**src/rtl/cau_pkg.sv**
```systemverilog
package cau_pkg;

    localparam int DATA_WIDTH = 32;
    localparam int FRAC_BITS  = 16;

    localparam int CMD_W  = 3;
    localparam int STAT_W = 2;
    // signed product and sum-of-products widths
    localparam int PW     = 2 * DATA_WIDTH;
    localparam int SUMW   = PW + 1;
    // quotient bits kept; the top one flags overflow
    localparam int QB     = DATA_WIDTH + 1;
    localparam int QW     = QB + 1;
    // divider datapath width: holds the divisor shifted up by QB
    localparam int CW     = 3 * DATA_WIDTH + 1;
    localparam int NCELL  = QW;

    localparam int IN_RAW  = CMD_W + 4 * DATA_WIDTH;
    localparam int IN_W    = ((IN_RAW + 7) / 8) * 8;
    localparam int OUT_RAW = 2 * DATA_WIDTH + STAT_W;
    localparam int OUT_W   = ((OUT_RAW + 7) / 8) * 8;

    localparam logic [CMD_W-1:0] CMD_ADD = 3'd0;
    localparam logic [CMD_W-1:0] CMD_SUB = 3'd1;
    localparam logic [CMD_W-1:0] CMD_MUL = 3'd2;
    localparam logic [CMD_W-1:0] CMD_DIV = 3'd3;
    localparam logic [CMD_W-1:0] CMD_NEG = 3'd4;

    localparam logic [STAT_W-1:0] ST_OK  = 2'd0;
    localparam logic [STAT_W-1:0] ST_SAT = 2'd1;
    localparam logic [STAT_W-1:0] ST_DZ  = 2'd2;

    typedef logic signed [DATA_WIDTH-1:0] data_t;
    typedef logic signed [DATA_WIDTH:0]   sum_t;
    typedef logic signed [PW-1:0]         prod_t;
    typedef logic signed [SUMW-1:0]       wsum_t;

    typedef struct packed {
        logic [DATA_WIDTH-1:0] val;
        logic                  sat;
    } sat_t;

    // one divider cell's word: quotient work plus the carried non-divide result
    typedef struct packed {
        logic                  vld;
        logic [CMD_W-1:0]      cmd;
        logic                  dz;
        logic                  neg_re;
        logic                  neg_im;
        logic [CW-1:0]         rem_re;
        logic [CW-1:0]         rem_im;
        logic [CW-1:0]         dsh;
        logic [QW-1:0]         q_re;
        logic [QW-1:0]         q_im;
        logic [DATA_WIDTH-1:0] pre_re;
        logic [DATA_WIDTH-1:0] pre_im;
        logic                  pre_sat;
    } cell_t;

    typedef struct packed {
        logic [STAT_W-1:0]     status;
        logic [DATA_WIDTH-1:0] res_im;
        logic [DATA_WIDTH-1:0] res_re;
    } out_t;

    // sign and magnitude to a saturated two's complement word
    function automatic sat_t settle(input logic neg, input logic [CW-1:0] mag);
        logic [CW-1:0] half;
        logic [CW-1:0] nmag;
        sat_t          r;
        half = {{(CW-1){1'b0}}, 1'b1} << (DATA_WIDTH - 1);
        nmag = -mag;
        r.sat = 1'b0;
        if (neg) begin
            if (mag > half) begin
                r.val = half[DATA_WIDTH-1:0];
                r.sat = 1'b1;
            end else begin
                r.val = nmag[DATA_WIDTH-1:0];
            end
        end else begin
            if (mag > half - 1'b1) begin
                r.val = half[DATA_WIDTH-1:0] - 1'b1;
                r.sat = 1'b1;
            end else begin
                r.val = mag[DATA_WIDTH-1:0];
            end
        end
        return r;
    endfunction

    // saturate a one-bit-wider signed sum
    function automatic sat_t settle_sum(input sum_t s);
        logic [DATA_WIDTH:0] mag;
        mag = s[DATA_WIDTH] ? -s : s;
        return settle(s[DATA_WIDTH], CW'(mag));
    endfunction

endpackage

```
**src/rtl/cau_div_cell.sv**
```systemverilog
module cau_div_cell
    import cau_pkg::*;
(
    input  logic  clk,
    input  logic  rst_n,
    input  logic  en,
    input  cell_t din,
    output cell_t dout
);

    cell_t dout_reg;
    cell_t dout_next;
    logic  ge_re;
    logic  ge_im;

    // resolve one quotient bit for both parts
    always_comb
    begin
        dout_next = din;
        ge_re     = din.rem_re >= din.dsh;
        ge_im     = din.rem_im >= din.dsh;
        if (ge_re)
        begin
            dout_next.rem_re = din.rem_re - din.dsh;
        end
        if (ge_im)
        begin
            dout_next.rem_im = din.rem_im - din.dsh;
        end
        dout_next.q_re = {din.q_re[QW-2:0], ge_re};
        dout_next.q_im = {din.q_im[QW-2:0], ge_im};
        dout_next.dsh  = din.dsh >> 1;
    end

    // clear the cell word under reset, advance it when enabled
    always_ff @(posedge clk or negedge rst_n)
    begin
        if (!rst_n)
        begin
            dout_reg <= '0;
        end
        else if (en)
        begin
            dout_reg <= dout_next;
        end
    end

    assign dout = dout_reg;

endmodule

```
**config.mk**
```make
export PLATFORM = sky130hd
export DESIGN_NAME = cau_div_cell
export DESIGN_NICKNAME = d
export VERILOG_FILES = /design/src/rtl/cau_pkg.sv /design/src/rtl/cau_div_cell.sv
export SDC_FILE = /design/constraint.sdc
export NUM_CORES = 1
export LEC_CHECK = 0
export BUFFER_PORTS_ARGS = -buffer_cell sky130_fd_sc_hd__buf_2
export CAP_MARGIN = 15
export CORE_MARGIN = 4
export CORE_UTILIZATION = 25
export DETAILED_ROUTE_END_ITERATION = 10
export HOLD_SLACK_MARGIN = 0.06
export PLACE_DENSITY = 0.52
export SETUP_SLACK_MARGIN = 0.4
export SYNTH_ARGS = -nofsm -noshare
export SYNTH_HDL_FRONTEND = slang
export SYNTH_SLANG_ARGS = --single-unit
export TNS_END_PERCENT = 10
```
**constraint.sdc**
```tcl
create_clock -name clk -period 2.7 [get_ports clk]
set_input_delay 0.27 -clock clk [delete_from_list [all_inputs] [get_ports clk]]
set_output_delay 0.27 -clock clk [all_outputs]
set_load 0.05 [all_outputs]
```
==> flow_summary.json <==
{
  "detail_route.wl_per_cell_um": 21.3,
  "cpMaxStageDelayCell": "or3_1",
  "core_area_um2": 120000,
  "required_ns": 3.24,
  "maxCapViolCount": 0,
  "clk_transition_reported_paths_ns": 0.06,
  "hp-class": "in -> reg",
  "async_reset_ff_share_pct": 100,
  "tightest_slew_ns": 0.958,
  "period_share_pct": 120,
  "r2r-start": "dout[415]",
  "largest_reg_flops": 430,
  "place_hpwl_mm": 124,
  "synth_area_um2": 30100,
  "startpoint_type": "input port",
  "violations": "setup timing",
  "drive_gt1_share_pct": 44.8,
  "finalNonFillerCells": 7349,
  "drt_pass1_iterations": 6,
  "drt-initial-drc-count": 2039,
  "postSynthRegisterBits": 430,
  "worstHoldStart": "din[275]",
  "slew_violations": 0,
  "yosysSeqAreaShare_pct": 35.7,
  "powerDensity_nw_per_um2": 558,
  "critPathMaxStageDelay_ns": 0.34,
  "ys_warn_count": 0,
  "dieArea_um2": 126000,
  "worstSetupEndpointType": "flip-flop",
  "postRouteAntennaNets": 0,
  "grt_pass1_vias": 36500,
  "synth_ff_type": "dfrtp_1",
  "layout_common_cells": "993 x buf_4, 855 x buf_2, 482 x a21oi_1",
  "place.gp.congestion": 0.904,
  "maxSlewHeadroom_pct": 35.3,
  "seq_area_um2": 10800,
  "tritoncts": "yes",
  "place_inst": 6783,
  "worst-path-max-fanout": 5,
  "synth_edf_count": 0,
  "start_util_pct": 25.1,
  "totalWireLength_mm": 156,
  "setup_ws_ns": -0.550,
  "p_leak_nw": 24.9,
  "post-route-util_pct": 43.5,
  "drc": 0,
  "nNetsFinal": 6303,
  "grt_use_total_pct": 23.8,
  "power.total_mw": 29.1,
  "grt_pass1_wl_mm": 229,
  "netlist_instances": 3497,
  "vias": 35000,
  "placementRows": 127,
  "max_freq_ghz": 0.308,
  "grt_start_max_net_pins": 90,
  "die_w_um": 355,
  "critical-path-top-delay-family": "compound AO/OA/AOI/OAI gates",
  "ctsHtreeMaxLevel": 2,
  "crit_type": "in -> reg",
  "setup_viol": 196,
  "worstPathCellList": "buf_2 > inv_1 > buf_4 > ha_1 > a21oi_1 > o21ai_1 > a21oi_1 > buf_4 > o31ai_2 > a21oi_2 > o31ai_4 > o31ai_4 > buf_6 > o41ai_4 > buf_4 > a41oi_4 > buf_12 > inv_6 > buf_12 > buf_12 > and4_1 > or3_1",
  "grt_overflow_total": 0,
  "clk-insertion-delay-late_ns": 0.65,
  "numPortBuffers": 861,
  "cts_buffers": 56,
  "io_pins": 865,
  "n_fill_cell": 11900,
  "worst-path-buf-inv": 10,
  "syn_area_per_cell_um2": 8.62,
  "startpoint": "din[169]",
  "worst_clock_skew_ns": 0,
  "period_needed_ns": 3.25,
  "pre_cts_ws_ns": -1.85,
  "hold_viol_final": 0,
  "cp.arrival_ns": 3.79,
  "cts_root_buf": "clkbuf_16",
  "ir_worst_vdd_uv": 560,
  "synth_nets": 4127,
  "layout_commonest_cell": "buf_4",
  "antenna_found_initial": 46,
  "rsz0062_at_grt": "true",
  "avgViaCountPerCell": 4.76,
  "synth.distinct_cells": 71,
  "multi_input_area_um2": 19600,
  "status": "finished, violations left",
  "die_h_um": 355,
  "cts_sinks": 430,
  "cts.path.max_buffers": 3,
  "synthToLayoutAreaGrowth_pct": 73.1
}
worst paths after layout:
kind | to | slack, ns | cells past startpoint
worst min-delay path | dout[275] | 0.1 | 4
max in group asynchronous | dout[176] | 1.57 | 3
min in group asynchronous | dout[358] | 0.24 | 2
worst max register to register | dout[415] | 1.71 | 3
worst max-delay path | dout[318] | -0.55 | 22
worst min register to register | dout[333] | 0.49 | 1
timing repair:
action	CTS	global route
pin swaps	47	64
gates resized for setup	215	136
setup endpoints to repair	196	196
hold buffers	421	0
hold endpoints to repair	461	0
buffers inserted	8	4
gates cloned	9	2
worst register-to-register path, cell delays in order, from the launching register on:
cell and delay (ns):
dfrtp_1 0.37, inv_1 0.05, o21ai_0 0.06, or3b_1 0.39
through the flow:
stage	setup TNS [ns]	area, um^2	hold WS (ns)
CTS	-78.69	51500	0.0617
finish	-69.83	52200	0.0975
floorplan	-82.67	30800	-0.0256
detailed placement	-297.02	44100	0.338
global route	-91.68	52100	0.0876
global placement	-298.24	44100	0.332
synthesized netlist by cell type, types with 15 or more instances:
library cell,count,area [um^2]
ha_1,194,2430
o21a_1,27,203
nor2b_1,31,194
o21bai_1,60,450
and3_1,18,113
dfrtp_1,430,10800
nor3_1,29,145
a21oi_1,556,2780
nor2_1,419,1570
nand2b_1,25,156
nand3_1,31,155
xnor2_1,94,823
inv_1,171,642
a21o_1,116,871
mux2i_1,35,350
nand4_1,100,626
xor2_1,86,753
o21ai_0,170,851
a21boi_0,15,113
mux2_2,241,2710
a31oi_1,37,231
nand2_1,194,728
buf_2,21,105
clkbuf_1,192,721
final cells by class:
cell class	instances	share of cell area [%]
multi-input cells	2677	37.5
clock inverters	30	0.609
flip-flops and latches	430	20.6
repair buffers	2336	33.0
diodes	17	0.0816
inverters	172	1.30
well taps	1612	3.87
clock buffers	75	3.00
power by group:
group	leakage, nW	total [mW]	internal, mW	switching (mW)
Sequential	4.98	7.81	7.31	0.498
Clock	0.893	7.71	4.31	3.39
Combinational	19.1	13.6	5.22	8.36
cell families (layout without fill, tap and decap cells):
group / count (synthesis) / after routing / synth area share, %
simple gates: 928 / 928 / 14.2
compound gates: 1096 / 1096 / 21.5
fa+ha+maj: 196 / 196 / 8.19
mux: 276 / 276 / 10.2
other cells: 1 / 18 / 0.0124
xor+xnor: 180 / 180 / 5.23
buf+inv: 390 / 2613 / 5.01
flops: 430 / 430 / 35.7
metal layers:
layer | track usage, % | wire length (um)
met1 | 28.5 | 63200
met2 | 42.5 | 77700
met3 | 4.97 | 9590
met4 | 7.69 | 5510
met5 | 0 | 151
No activity file was read; power rests on OpenSTA's default activity.
